--- config.mk ---
export PLATFORM = sky130hd
export DESIGN_NAME = scalar_to_rgb_colormap_flat
export DESIGN_NICKNAME = d
export VERILOG_FILES = /design/src/design/stcm_pkg.sv /design/src/design/stcm_ifs.sv /design/src/design/scalar_to_rgb_colormap.sv /design/src/flat_wrapper.sv
export SDC_FILE = /design/constraint.sdc
export NUM_CORES = 2
export LEC_CHECK = 0
export ABC_AREA = 1
export BUFFER_PORTS_ARGS = -buffer_cell sky130_fd_sc_hd__buf_2
export CAP_MARGIN = 10
export CELL_PAD_IN_SITES_DETAIL_PLACEMENT = 0
export CELL_PAD_IN_SITES_GLOBAL_PLACEMENT = 1
export CORE_MARGIN = 2
export CORE_UTILIZATION = 54
export CTS_CLUSTER_SIZE = 10
export DETAILED_ROUTE_END_ITERATION = 12
export HOLD_SLACK_MARGIN = 0.03
export PLACE_DENSITY_LB_ADDON = 0.1
export SLEW_MARGIN = 20
export SYNTH_ARGS = -nofsm -noshare
export SYNTH_HDL_FRONTEND = slang
export SYNTH_SLANG_ARGS = --single-unit
--- constraint.sdc ---
create_clock -name clock -period 15.9 [get_ports clock]
set_input_delay 2.385 -clock clock [delete_from_list [all_inputs] [get_ports clock]]
set_output_delay 2.385 -clock clock [all_outputs]
set_load 0.1 [all_outputs]
--- src/design/stcm_pkg.sv ---
`default_nettype none

package stcm_pkg;

   localparam int CSR_DATA_WIDTH  = 32;
   localparam int CSR_INDEX_WIDTH = 2;
   localparam int COLOR_WIDTH     = 8;
   localparam int COLOR_SAT_WIDTH = COLOR_WIDTH + 1;
   localparam logic [COLOR_WIDTH-1:0] COLOR_MAX = {COLOR_WIDTH{1'b1}};

   localparam logic [CSR_DATA_WIDTH-1:0] RANGE_LOW_RESET  = CSR_DATA_WIDTH'(0);
   localparam logic [CSR_DATA_WIDTH-1:0] RANGE_HIGH_RESET = CSR_DATA_WIDTH'(65536);

   // t is an unsigned fraction, one equals 2**T_BITS
   localparam int T_BITS  = 16;
   localparam int T_WIDTH = T_BITS + 1;
   localparam logic [T_WIDTH-1:0] T_ONE  = T_WIDTH'(2 ** T_BITS);
   localparam logic [T_WIDTH-1:0] T_HALF = T_WIDTH'(2 ** (T_BITS - 1));

   localparam logic [T_WIDTH-1:0] JET_A = T_WIDTH'(2 ** T_BITS / 8);
   localparam logic [T_WIDTH-1:0] JET_B = T_WIDTH'(3 * 2 ** T_BITS / 8);
   localparam logic [T_WIDTH-1:0] JET_C = T_WIDTH'(5 * 2 ** T_BITS / 8);
   localparam logic [T_WIDTH-1:0] JET_D = T_WIDTH'(7 * 2 ** T_BITS / 8);
   localparam logic [T_WIDTH-1:0] HOT_A = T_WIDTH'(21823);
   localparam logic [T_WIDTH-1:0] HOT_B = T_WIDTH'(43713);

   // ramp: (v * 255 + half) >> T_BITS
   // hot:  floor((x * 10625 + 454656) / (2**13 * 111)), the 1/111 by reciprocal
   localparam int COEF_WIDTH  = 14;
   localparam logic [COEF_WIDTH-1:0] RAMP_MUL = COEF_WIDTH'(255);
   localparam logic [COEF_WIDTH-1:0] HOT_MUL  = COEF_WIDTH'(10625);
   localparam int PROD_WIDTH  = T_WIDTH + COEF_WIDTH;
   localparam logic [PROD_WIDTH-1:0] RAMP_ROUND = PROD_WIDTH'(2 ** (T_BITS - 1));
   localparam logic [PROD_WIDTH-1:0] HOT_BIAS   = PROD_WIDTH'(454656);
   localparam int HOT_PRE_SHIFT = 13;
   localparam int HOT_M_WIDTH   = 15;
   localparam int HOT_DIV       = 111;
   localparam int HOT_SHIFT     = 24;
   localparam int MAGIC_WIDTH   = 18;
   localparam logic [MAGIC_WIDTH-1:0] HOT_MAGIC =
      MAGIC_WIDTH'((2 ** HOT_SHIFT + HOT_DIV - 1) / HOT_DIV);
   localparam int HOT_P_WIDTH   = HOT_M_WIDTH + MAGIC_WIDTH;

   typedef enum logic [CSR_INDEX_WIDTH-1:0] {
      REG_RANGE_LOW  = 2'd0,
      REG_RANGE_HIGH = 2'd1,
      REG_MAP_SELECT = 2'd2
   } csr_reg_type;

   typedef enum logic [1:0] {
      MAP_JET  = 2'd0,
      MAP_HOT  = 2'd1,
      MAP_GRAY = 2'd2
   } map_sel_type;

   typedef enum logic [1:0] {
      CLS_DIV   = 2'd0,
      CLS_ZERO  = 2'd1,
      CLS_ONE   = 2'd2,
      CLS_BLACK = 2'd3
   } range_cls_type;

   typedef enum logic [1:0] {
      CH_ZERO = 2'd0,
      CH_FULL = 2'd1,
      CH_RAMP = 2'd2,
      CH_HOT  = 2'd3
   } chan_kind_type;

   typedef struct packed {
      chan_kind_type       kind;
      logic [T_WIDTH-1:0]  arg;
   } chan_op_type;

endpackage

`default_nettype wire

--- src/design/stcm_ifs.sv ---
`default_nettype none

interface stcm_req_if #(
   parameter int SAMPLE_WIDTH = 32
) ();
   logic                            valid;
   logic                            ready;
   logic signed [SAMPLE_WIDTH-1:0]  sample;

   modport source (output valid, output sample, input ready);
   modport sink   (input valid, input sample, output ready);
endinterface

interface stcm_rsp_if ();
   import stcm_pkg::*;
   logic                    valid;
   logic                    ready;
   logic [COLOR_WIDTH-1:0]  red;
   logic [COLOR_WIDTH-1:0]  green;
   logic [COLOR_WIDTH-1:0]  blue;

   modport source (output valid, output red, output green, output blue, input ready);
   modport sink   (input valid, input red, input green, input blue, output ready);
endinterface

interface stcm_csr_if ();
   import stcm_pkg::*;
   logic                        valid;
   logic                        ready;
   logic [CSR_INDEX_WIDTH-1:0]  index;
   logic [CSR_DATA_WIDTH-1:0]   data;

   modport source (output valid, output index, output data, input ready);
   modport sink   (input valid, input index, input data, output ready);
endinterface

`default_nettype wire

--- src/design/scalar_to_rgb_colormap.sv ---
// scalar_to_rgb_colormap
// Colours a stream of signed fixed-point samples with the jet, hot or grayscale map.
// req_chan carries one sample per word, rsp_chan one red/green/blue word back for
// every sample, in order. csr_chan writes range_low (index 0), range_high (index 1)
// and map_select (index 2); it is always ready. The user must write it only while no
// word is in flight; the block does not enforce this. A range of zero or less gives black.
// A result word passes through 23 register stages: input, range compare, 16
// restoring divide stages (one quotient bit each, these set the depth), channel
// select, multiply, rounding, second multiply and the output register.
// Throughput: one word per cycle while rsp_chan is ready.
// Reset clears all stage valid bits and sets range_low 0, range_high 65536, jet.
// When rsp_chan stalls, the output word holds and the pipeline keeps filling its
// empty stages; req_chan ready falls only once every stage holds a word.
`default_nettype none

module scalar_to_rgb_colormap #(
   parameter int SAMPLE_WIDTH = 32
) (
   input wire           clock,
   input wire           reset,
   stcm_req_if.sink     req_chan,
   stcm_rsp_if.source   rsp_chan,
   stcm_csr_if.sink     csr_chan
);
   import stcm_pkg::*;

   localparam int ST_IN   = 0;
   localparam int ST_CLS  = 1;
   localparam int ST_KIND = ST_CLS + T_BITS + 1;
   localparam int ST_MUL  = ST_KIND + 1;
   localparam int ST_POST = ST_MUL + 1;
   localparam int ST_MUL2 = ST_POST + 1;
   localparam int ST_OUT  = ST_MUL2 + 1;
   localparam int NUM_ST  = ST_OUT + 1;

   // configuration

   logic [CSR_DATA_WIDTH-1:0]        range_low_ff;
   logic [CSR_DATA_WIDTH-1:0]        range_high_ff;
   map_sel_type                      map_select_ff;
   logic signed [SAMPLE_WIDTH-1:0]   lo_w;
   logic signed [SAMPLE_WIDTH-1:0]   hi_w;
   logic signed [SAMPLE_WIDTH:0]     d_in;
   logic signed [SAMPLE_WIDTH:0]     d_ff;
   logic [SAMPLE_WIDTH-1:0]          div_w;

   assign csr_chan.ready = 1'b1;

   always_ff @(posedge clock) begin
      if (reset) begin
         range_low_ff  <= RANGE_LOW_RESET;
         range_high_ff <= RANGE_HIGH_RESET;
         map_select_ff <= MAP_JET;
      end else if (csr_chan.valid) begin
         case (csr_reg_type'(csr_chan.index))
            REG_RANGE_LOW:  range_low_ff  <= csr_chan.data;
            REG_RANGE_HIGH: range_high_ff <= csr_chan.data;
            REG_MAP_SELECT: map_select_ff <= map_sel_type'(csr_chan.data[1:0]);
            default: ;
         endcase
      end
   end

   if (SAMPLE_WIDTH <= CSR_DATA_WIDTH) begin : g_narrow
      assign lo_w = range_low_ff[SAMPLE_WIDTH-1:0];
      assign hi_w = range_high_ff[SAMPLE_WIDTH-1:0];
   end else begin : g_wide
      assign lo_w = {{(SAMPLE_WIDTH - CSR_DATA_WIDTH){1'b0}}, range_low_ff};
      assign hi_w = {{(SAMPLE_WIDTH - CSR_DATA_WIDTH){1'b0}}, range_high_ff};
   end

   assign d_in  = {hi_w[SAMPLE_WIDTH-1], hi_w} - {lo_w[SAMPLE_WIDTH-1], lo_w};
   assign div_w = d_ff[SAMPLE_WIDTH-1:0];

   always_ff @(posedge clock) begin
      d_ff <= d_in;
   end

   // stage valid bits and advance

   logic [NUM_ST-1:0] v_ff;
   logic [NUM_ST-1:0] v_in;
   logic [NUM_ST-1:0] en;

   for (genvar k = 0; k < NUM_ST; k++) begin : g_en
      assign en[k] = rsp_chan.ready || !(&v_ff[ST_OUT:k]);
   end

   always_comb begin
      for (int k = 0; k < NUM_ST; k++) begin
         if (!en[k]) begin
            v_in[k] = v_ff[k];
         end else if (k == ST_IN) begin
            v_in[k] = req_chan.valid;
         end else begin
            v_in[k] = v_ff[k-1];
         end
      end
   end

   always_ff @(posedge clock) begin
      if (reset) begin
         v_ff <= '0;
      end else begin
         v_ff <= v_in;
      end
   end

   assign req_chan.ready = en[ST_IN];
   assign rsp_chan.valid = v_ff[ST_OUT];

   // input and range compare

   logic signed [SAMPLE_WIDTH-1:0]  sample_ff;
   logic signed [SAMPLE_WIDTH:0]    num_in;
   logic                            above_in;
   range_cls_type                   cls_in;
   range_cls_type                   cls_ff [T_BITS+1];
   logic [SAMPLE_WIDTH-1:0]         rem_ff [T_BITS];
   logic [T_BITS-1:0]               q_ff [T_BITS];

   always_ff @(posedge clock) begin
      if (en[ST_IN]) begin
         sample_ff <= req_chan.sample;
      end
   end

   assign num_in   = {sample_ff[SAMPLE_WIDTH-1], sample_ff} - {lo_w[SAMPLE_WIDTH-1], lo_w};
   assign above_in = (sample_ff >= hi_w);

   always_comb begin
      if (d_ff[SAMPLE_WIDTH] || d_ff == '0) begin
         cls_in = CLS_BLACK;
      end else if (num_in[SAMPLE_WIDTH] || num_in == '0) begin
         cls_in = CLS_ZERO;
      end else if (above_in) begin
         cls_in = CLS_ONE;
      end else begin
         cls_in = CLS_DIV;
      end
   end

   always_ff @(posedge clock) begin
      if (en[ST_CLS]) begin
         cls_ff[0] <= cls_in;
         rem_ff[0] <= num_in[SAMPLE_WIDTH-1:0];
      end
   end

   // restoring divide, one quotient bit per stage

   for (genvar k = 0; k < T_BITS; k++) begin : g_div
      logic [SAMPLE_WIDTH:0]  shifted;
      logic [SAMPLE_WIDTH:0]  trial;
      logic [T_BITS-1:0]      q_prev;
      logic                   take;

      assign shifted = {rem_ff[k], 1'b0};
      assign trial   = shifted - {1'b0, div_w};
      assign take    = !trial[SAMPLE_WIDTH];

      if (k == 0) begin : g_first
         assign q_prev = '0;
      end else begin : g_next
         assign q_prev = q_ff[k-1];
      end

      always_ff @(posedge clock) begin
         if (en[ST_CLS + k + 1]) begin
            q_ff[k]     <= {q_prev[T_BITS-2:0], take};
            cls_ff[k+1] <= cls_ff[k];
         end
      end

      if (k < T_BITS - 1) begin : g_rem
         always_ff @(posedge clock) begin
            if (en[ST_CLS + k + 1]) begin
               rem_ff[k+1] <= take ? trial[SAMPLE_WIDTH-1:0] : shifted[SAMPLE_WIDTH-1:0];
            end
         end
      end
   end

   // channel select

   logic [T_WIDTH-1:0]  t_w;
   chan_op_type         op_in [3];
   chan_op_type         op_ff [3];

   always_comb begin
      case (cls_ff[T_BITS])
         CLS_ONE: t_w = T_ONE;
         CLS_DIV: t_w = {1'b0, q_ff[T_BITS-1]};
         default: t_w = '0;
      endcase
   end

   always_comb begin
      for (int c = 0; c < 3; c++) begin
         op_in[c] = '{kind: CH_ZERO, arg: '0};
      end
      if (cls_ff[T_BITS] != CLS_BLACK) begin
         case (map_select_ff)
            MAP_JET: begin
               if (t_w < JET_A) begin
                  op_in[2] = '{kind: CH_RAMP, arg: T_WIDTH'(T_HALF + (t_w << 2))};
               end else if (t_w < JET_B) begin
                  op_in[1] = '{kind: CH_RAMP, arg: T_WIDTH'((t_w - JET_A) << 2)};
                  op_in[2] = '{kind: CH_FULL, arg: '0};
               end else if (t_w < JET_C) begin
                  op_in[0] = '{kind: CH_RAMP, arg: T_WIDTH'((t_w - JET_B) << 2)};
                  op_in[1] = '{kind: CH_FULL, arg: '0};
                  op_in[2] = '{kind: CH_RAMP, arg: T_WIDTH'(T_ONE - ((t_w - JET_B) << 2))};
               end else if (t_w < JET_D) begin
                  op_in[0] = '{kind: CH_FULL, arg: '0};
                  op_in[1] = '{kind: CH_RAMP, arg: T_WIDTH'(T_ONE - ((t_w - JET_C) << 2))};
               end else begin
                  op_in[0] = '{kind: CH_RAMP, arg: T_WIDTH'(T_ONE - ((t_w - JET_D) << 2))};
               end
            end
            MAP_HOT: begin
               if (t_w < HOT_A) begin
                  op_in[0] = '{kind: CH_HOT, arg: t_w};
               end else if (t_w < HOT_B) begin
                  op_in[0] = '{kind: CH_FULL, arg: '0};
                  op_in[1] = '{kind: CH_HOT, arg: T_WIDTH'(t_w - HOT_A)};
               end else begin
                  op_in[0] = '{kind: CH_FULL, arg: '0};
                  op_in[1] = '{kind: CH_FULL, arg: '0};
                  op_in[2] = '{kind: CH_HOT, arg: T_WIDTH'(t_w - HOT_B)};
               end
            end
            default: begin
               for (int c = 0; c < 3; c++) begin
                  op_in[c] = '{kind: CH_RAMP, arg: t_w};
               end
            end
         endcase
      end
   end

   always_ff @(posedge clock) begin
      if (en[ST_KIND]) begin
         op_ff <= op_in;
      end
   end

   // scale, round, saturate

   logic [PROD_WIDTH-1:0]       prod_in [3];
   logic [PROD_WIDTH-1:0]       prod_ff [3];
   chan_kind_type               mk_ff [3];
   logic [PROD_WIDTH-1:0]       ramp_sum [3];
   logic [PROD_WIDTH-1:0]       hot_sum [3];
   logic [COLOR_SAT_WIDTH-1:0]  ramp_c [3];
   logic [COLOR_WIDTH-1:0]      rc_in [3];
   logic [COLOR_WIDTH-1:0]      rc_ff [3];
   logic [COLOR_WIDTH-1:0]      rc2_ff [3];
   logic [HOT_M_WIDTH-1:0]      hm_in [3];
   logic [HOT_M_WIDTH-1:0]      hm_ff [3];
   chan_kind_type               pk_ff [3];
   logic [HOT_P_WIDTH-1:0]      hp_in [3];
   logic [HOT_P_WIDTH-1:0]      hp_ff [3];
   chan_kind_type               qk_ff [3];
   logic [COLOR_SAT_WIDTH-1:0]  hot_c [3];
   logic [COLOR_WIDTH-1:0]      color_in [3];
   logic [COLOR_WIDTH-1:0]      color_ff [3];

   for (genvar c = 0; c < 3; c++) begin : g_chan
      assign prod_in[c] = PROD_WIDTH'(op_ff[c].arg)
                        * PROD_WIDTH'((op_ff[c].kind == CH_HOT) ? HOT_MUL : RAMP_MUL);

      assign ramp_sum[c] = prod_ff[c] + RAMP_ROUND;
      assign hot_sum[c]  = prod_ff[c] + HOT_BIAS;
      assign ramp_c[c]   = ramp_sum[c][T_BITS +: COLOR_SAT_WIDTH];
      assign rc_in[c]    = ramp_c[c][COLOR_WIDTH] ? COLOR_MAX : ramp_c[c][COLOR_WIDTH-1:0];
      assign hm_in[c]    = hot_sum[c][HOT_PRE_SHIFT +: HOT_M_WIDTH];

      assign hp_in[c]    = HOT_P_WIDTH'(hm_ff[c]) * HOT_P_WIDTH'(HOT_MAGIC);

      assign hot_c[c]    = hp_ff[c][HOT_SHIFT +: COLOR_SAT_WIDTH];

      always_comb begin
         case (qk_ff[c])
            CH_FULL: color_in[c] = COLOR_MAX;
            CH_RAMP: color_in[c] = rc2_ff[c];
            CH_HOT:  color_in[c] = hot_c[c][COLOR_WIDTH] ? COLOR_MAX
                                                          : hot_c[c][COLOR_WIDTH-1:0];
            default: color_in[c] = '0;
         endcase
      end

      always_ff @(posedge clock) begin
         if (en[ST_MUL]) begin
            prod_ff[c] <= prod_in[c];
            mk_ff[c]   <= op_ff[c].kind;
         end
         if (en[ST_POST]) begin
            rc_ff[c] <= rc_in[c];
            hm_ff[c] <= hm_in[c];
            pk_ff[c] <= mk_ff[c];
         end
         if (en[ST_MUL2]) begin
            hp_ff[c]  <= hp_in[c];
            rc2_ff[c] <= rc_ff[c];
            qk_ff[c]  <= pk_ff[c];
         end
         if (en[ST_OUT]) begin
            color_ff[c] <= color_in[c];
         end
      end
   end

   assign rsp_chan.red   = color_ff[0];
   assign rsp_chan.green = color_ff[1];
   assign rsp_chan.blue  = color_ff[2];

   // checks

   logic in_take;
   logic out_take;

   assign in_take  = req_chan.valid && en[ST_IN];
   assign out_take = v_ff[ST_OUT] && rsp_chan.ready;

   a_word_count: assert property (@(posedge clock) disable iff (reset)
      !$past(reset) |->
         $countones(v_ff) == $past($countones(v_ff)) + int'($past(in_take))
                                                     - int'($past(out_take)))
      else $error("pipeline word count broken");

   a_full_red: assert property (@(posedge clock) disable iff (reset)
      (!$past(reset) && $past(en[ST_OUT] && v_ff[ST_MUL2] && qk_ff[0] == CH_FULL))
         |-> color_ff[0] == COLOR_MAX)
      else $error("saturated red channel not full scale");

   a_zero_blue: assert property (@(posedge clock) disable iff (reset)
      (!$past(reset) && $past(en[ST_OUT] && v_ff[ST_MUL2] && qk_ff[2] == CH_ZERO))
         |-> color_ff[2] == '0)
      else $error("dark blue channel not zero");

endmodule

`default_nettype wire
--- src/flat_wrapper.sv ---
// flat-port wrapper written by rule: the top's interface ports become plain ports
module scalar_to_rgb_colormap_flat import stcm_pkg::*;
#(
   parameter int SAMPLE_WIDTH = 32
)
  (clock, reset, req_chan_valid, req_chan_sample, req_chan_ready, rsp_chan_valid, rsp_chan_red, rsp_chan_green, rsp_chan_blue, rsp_chan_ready, csr_chan_valid, csr_chan_index, csr_chan_data, csr_chan_ready);
  stcm_req_if #(.SAMPLE_WIDTH(SAMPLE_WIDTH)) req_chan_i ();
  stcm_rsp_if rsp_chan_i ();
  stcm_csr_if csr_chan_i ();
  input wire clock;
  input wire reset;
  input wire logic [$bits(req_chan_i.valid)-1:0] req_chan_valid;
  input wire logic [$bits(req_chan_i.sample)-1:0] req_chan_sample;
  output wire logic [$bits(req_chan_i.ready)-1:0] req_chan_ready;
  output wire logic [$bits(rsp_chan_i.valid)-1:0] rsp_chan_valid;
  output wire logic [$bits(rsp_chan_i.red)-1:0] rsp_chan_red;
  output wire logic [$bits(rsp_chan_i.green)-1:0] rsp_chan_green;
  output wire logic [$bits(rsp_chan_i.blue)-1:0] rsp_chan_blue;
  input wire logic [$bits(rsp_chan_i.ready)-1:0] rsp_chan_ready;
  input wire logic [$bits(csr_chan_i.valid)-1:0] csr_chan_valid;
  input wire logic [$bits(csr_chan_i.index)-1:0] csr_chan_index;
  input wire logic [$bits(csr_chan_i.data)-1:0] csr_chan_data;
  output wire logic [$bits(csr_chan_i.ready)-1:0] csr_chan_ready;
  assign req_chan_i.valid = req_chan_valid;
  assign req_chan_i.sample = req_chan_sample;
  assign req_chan_ready = req_chan_i.ready;
  assign rsp_chan_valid = rsp_chan_i.valid;
  assign rsp_chan_red = rsp_chan_i.red;
  assign rsp_chan_green = rsp_chan_i.green;
  assign rsp_chan_blue = rsp_chan_i.blue;
  assign rsp_chan_i.ready = rsp_chan_ready;
  assign csr_chan_i.valid = csr_chan_valid;
  assign csr_chan_i.index = csr_chan_index;
  assign csr_chan_i.data = csr_chan_data;
  assign csr_chan_ready = csr_chan_i.ready;
  scalar_to_rgb_colormap #(.SAMPLE_WIDTH(SAMPLE_WIDTH)) u_core (.clock(clock), .reset(reset), .req_chan(req_chan_i), .rsp_chan(rsp_chan_i), .csr_chan(csr_chan_i));
endmodule
# Yosys cells after proc, flatten, opt, wreduce, memory -nomap -nowiden
# Memory sizes are Yosys's and may differ from the RTL's.
# Index checks and enable logic that the tools add are counted.
# totals
ff_bits	211
latch_bits	0
ram_bits	1129
rom_bits	0
in_bits	71
out_inout_bits	27
word_cells	290
n_memories	12
# memory_table
memory	depth	width	read_ports	rd_clocked_by_memory_dff	write_ports	line	source
u_core.rem_ff	16	32	16	0	16	scalar_to_rgb_colormap.sv:119	logic [SAMPLE_WIDTH-1:0] rem_ff [T_BITS];
u_core.q_ff	16	16	16	0	16	scalar_to_rgb_colormap.sv:120	logic [T_BITS-1:0] q_ff [T_BITS];
u_core.hp_ff	3	33	3	0	3	scalar_to_rgb_colormap.sv:263	logic [HOT_P_WIDTH-1:0] hp_ff [3];
u_core.prod_ff	3	31	3	0	3	scalar_to_rgb_colormap.sv:251	logic [PROD_WIDTH-1:0] prod_ff [3];
u_core.hm_ff	3	15	3	0	3	scalar_to_rgb_colormap.sv:260	logic [HOT_M_WIDTH-1:0] hm_ff [3];
u_core.cls_ff	17	2	17	0	17	scalar_to_rgb_colormap.sv:118	range_cls_type cls_ff [T_BITS+1];
+6 memories	n/a	n/a	n/a	n/a	n/a	n/a	
# classes
n_addsub	34
mul	6
n_div	0
magnitude_cmp	7
eq_ne	17
shifts	0
n_mux	86
bitwise	0
n_reduce_logical	94
# ops
op	n
33-bit by 32-bit subtractor with 33-bit output	16
32-bit 2-to-1 mux	15
19-bit 2-to-1 mux	8
38-bit 2-to-1 mux	4
57-bit case mux with 2 select lines	1
15-bit by 18-bit multiplier with 33-bit output (second input constant)	3
17-bit by 31-bit multiplier with 31-bit output	3
28-bit by 19-bit adder with 28-bit output (second input constant)	3
25-bit by 16-bit adder with 25-bit output (second input constant)	3
8-bit case mux with 3 select lines	3
33-bit logical NOT	2
32-bit by 32-bit subtractor with 33-bit output	2
17-bit by 16-bit < comparator with 1-bit output (second input constant)	3
17-bit subtractor (first input constant)	3
8-bit 2-to-1 mux	6
1-bit 2-to-1 mux	42
14-bit 2-to-1 mux	3
1-bit logical NOT	39
17-bit by 15-bit < comparator with 1-bit output (second input constant)	2
17-bit case mux with 2 select lines	1
32-bit >= comparator	1
15-bit by 14-bit subtractor with 15-bit output (second input constant)	2
15-bit subtractor (second input constant)	2
1-bit logical OR	25
other kinds (31)	52

# Longest topological paths before layout
# An unclocked memory read counts as a cell.
# logic_depth
depth_word	10
mapped_depth	32
depth_no_buf	32

# Worst setup path before layout
# OpenSTA, ideal clock, no wires.
# synth_path
path_type	in2out
startpoint	in rsp_chan_ready
endpoint	out req_chan_ready
t_arrival_ns	7.922
t_required_ns	13.515
slack_ns	5.593
path_stages	13
path_buffers	0
cell_sequence	inv_1 nand2_2 nor2_4 nand2_4 nor2_4 nand4_4 or2_4 nor2_4 nand3_2 inv_2 nand2_4 nor2_4 nand3_1
# synth_via
elab_chain_cells	1
# synth_rtl
element	line	source
start: declaration	flat_wrapper.sv:19	input wire logic [$bits(rsp_chan_i.ready)-1:0] rsp_chan_ready;
1-bit logical OR	scalar_to_rgb_colormap.sv:86	assign en[k] = rsp_chan.ready || !(&v_ff[ST_OUT:k]);
end: declaration	flat_wrapper.sv:14	output wire logic [$bits(req_chan_i.ready)-1:0] req_chan_ready;
# Every way passes these cells.

# Worst setup path in the final report
# Ends and elaborated chain as after synthesis.

==> out/metrics.yaml <==
route:
  drtIter0Drc: 6293
  drc: 0
  wl_per_cell_um: 19.12
  wirelength_mm: 304.2
  antenna_left: 0
  via_per_inst: 5.537
  vias: 88090
  drtPass1Iterations: 7
outcome:
  status: "complete, no violations"
finish:
  syn_to_final_growth_pct: 7.422
  fillers: 18130
  nNetsFinal: 15190
  diodes: 0
  layout-drive-gt1-share_pct: 3.496
floorplan:
  std_cell_rows: 163
  io_pins: 98
  dieHeight_um: 449.5
  die_w_um: 449.5
  start_util_pct: 54.34
  coreArea_sq_mm: 0.1972
  die_area_sq_mm: 0.2020
critical_path:
  critical_path_class: "in -> out"
  cp.required_ns: 13.52
  arrival_ns: 7.89
  cp_max_fo: 48
  startpoint_type: "primary input"
  cp-end-kind: "output pin"
logic_synthesis:
  synthArstFlopShare_pct: 0
  syn_nets: 15050
  synth_seq_cells: 1103
  synth_area_per_cell_sq_um: 8.224
  postSynthCellCount: 13030
  yosys_warnings: 0
  synth_edf_count: 981
  yosysSeqAreaShare_pct: 29.77
  ys_types: 63
  synth_area_sq_mm: 0.1072
  synthFlopType: "edfxtp_1"
grt:
  antenna_found_initial: 9
  grt_max_degree: 67
  grt_pass1_wl_mm: 480.0
  grt_usage_pct: 29.95
  grt-ovfl-total: 0
  grt_pass1_vias: 87880
clocking:
  root_buffer: "clkbuf_16"
  clk-insertion-delay-late_ns: 0.81
  clock_path_buffers: 3
  cts_setup_buffers: 0
  post_cts_resized: 0
  cts_made_buffers: 141
  htreeDepth: 4
  cts_sinks: 1103
  ctsHoldBuffers: 0
  path_clk_slew_ns: 0.05
  tritoncts: "built"
timing:
  fin_crit_ns: 10.28
  clock.fmax_mhz: 97.28
  setup_tns_ns: 0
  tightest_slew_ns: 1.130
  rsz0062_at_grt: "false"
  post-route-period-util_pct: 64.65
  final-hold-violation-count: 0
  slew_violations: 0
  setup_viol_count_final: 0
  relSlewSlack_pct: 23.94
  finClkSkew_ns: 0.05551
min_path:
  hp-class: "reg -> reg"
place:
  dpl.hpwl_mm: 244.4
  place_congestion: 0.9486
  numPortBuffers: 96
job:
  drv_cap: 0
-- stage by stage --
stage | setup slack (ns) | util, % | area, sq um | hold WS (ns) | cells
after floorplan | 5.593 | - | 107200 | 0.4003 | 13030
after global placement | 5.797 | 56.15 | 110700 | 0.4006 | 15670
after detailed placement | 5.616 | 56.16 | 110800 | 0.4045 | 15670
after CTS | 5.590 | 58.37 | 115100 | 0.4141 | 15910
after global routing | 5.194 | 58.38 | 115100 | 0.4204 | 15910
final | 5.620 | 58.38 | 115100 | 0.4088 | 15910
-- kinds of logic (layout without fill, tap and decap cells) --
kind of cell / Yosys count / after routing / share of synthesized area, %
flip-flops: 1103 / 1103 / 29.77
AO/OA/AOI/OAI: 2307 / 2307 / 11.93
AND/OR/NAND/NOR: 4719 / 4719 / 17.95
other: 1 / 1 / 0.003499
adder cells (fa/ha/maj): 1946 / 1946 / 26.89
XOR/XNOR: 632 / 632 / 5.165
buffers and inverters: 2323 / 2563 / 8.302
-- layout by cell type, fill, tap and decap left out, types with 39 or more instances in the layout --
cell / instances
fa_1: 595
a21oi_1: 935
a21o_1: 107
inv_1: 2122
ha_1: 1351
nand3_1: 376
edfxtp_1: 981
buf_2: 96
nor2_1: 1017
xnor2_1: 255
xor2_1: 377
clkbuf_16: 144
nor3_1: 163
nand4_1: 131
dfxtp_1: 121
clkbuf_1: 52
buf_4: 70
nand2_1: 2865
a31oi_1: 89
o21bai_1: 69
o21ai_0: 864
a221oi_1: 39
-- flip-flops by register name (all words and copies together), names as in the netlist, 33 cells and up --
register,cells
u_core.d_ff,33
u_core.q_ff,136
u_core.op_ff,57
u_core.prod_ff,48
u_core.rem_ff,512
u_core.cls_ff,34
u_core.hm_ff,45
-- Yosys cell counts, types with 10 or more instances --
cell type	number	area, sq um
nor2_1	1017	3817
o21ai_0	864	4324
buf_2	64	320.3
nor2_4	10	112.6
a21boi_0	16	120.1
nor3_1	163	815.8
o21ai_1	18	90.09
fa_1	595	11910
xor2_1	377	3302
o22ai_1	20	125.1
o21a_1	30	225.2
nor3b_1	15	112.6
o21bai_1	69	518.0
o211ai_1	25	187.7
or2_2	15	93.84
o221ai_1	23	201.4
nand2_2	12	75.07
a21oi_1	935	4679
and2_1	22	137.6
a221oi_1	39	341.6
xnor2_1	255	2233
inv_2	14	52.55
nand2_1	2877	10800
nor4_1	31	193.9
a31oi_1	89	556.8
inv_1	2137	8021
dfxtp_1	122	2442
nand3b_1	27	202.7
clkbuf_1	79	296.5
edfxtp_1	981	29460
a31o_2	13	113.9
o31ai_1	20	150.1
nand4_1	131	819.5
a21o_1	107	803.3
nand3_1	381	1907
ha_1	1351	16900
-- cell type report --
class	instances	area [sq um]	share of cell area [%]
multi-input combinational	9605	66460	57.73
sequential	1103	31900	27.71
inverter	2156	8094	7.031
clock buffer	198	3826	3.323
tap	2640	3303	2.869
timing repair buffer	166	1006	0.8738
clock inverter	43	535.5	0.4652
-- worst max-delay path, stage by stage --
cell and delay (ns):
buf_2 0.14, inv_1 0.20, nand2_4 0.09, nor2_4 0.16, nand2_4 0.21, nor2_4 0.22
nand4_4 0.72, or2_4 0.78, nor2_4 0.25, nand3_2 0.08, buf_4 0.29, inv_2 0.17
nand2_4 0.29, nor2_4 0.35, nand3_2 0.83, buf_2 0.62
-- final timing paths --
path	from	to	slack [ns]	cells past startpoint
worst max-delay path	rsp_chan_ready	req_chan_ready	5.62	16
worst min-delay path	u_core.mk_ff[0][2]	u_core.pk_ff[0][2]	0.41	0
worst max register to register	u_core.op_ff[55]	u_core.prod_ff[0][25]	8.64	26
worst min register to register	u_core.mk_ff[0][2]	u_core.pk_ff[0][2]	0.41	0
-- routing by layer --
| metal | GRT usage (%) | routed length (um) |
|---|---|---|
| met2 | 52.74 | 148900 |
| met3 | 3.879 | 14850 |
| met4 | 10.88 | 11800 |
| met5 | 0.2367 | 80 |
| met1 | 37.47 | 128500 |
Power is left out: the tool's default activity adds up to more than one toggle a clock period on the data nets, which glitch-free logic cannot reach.
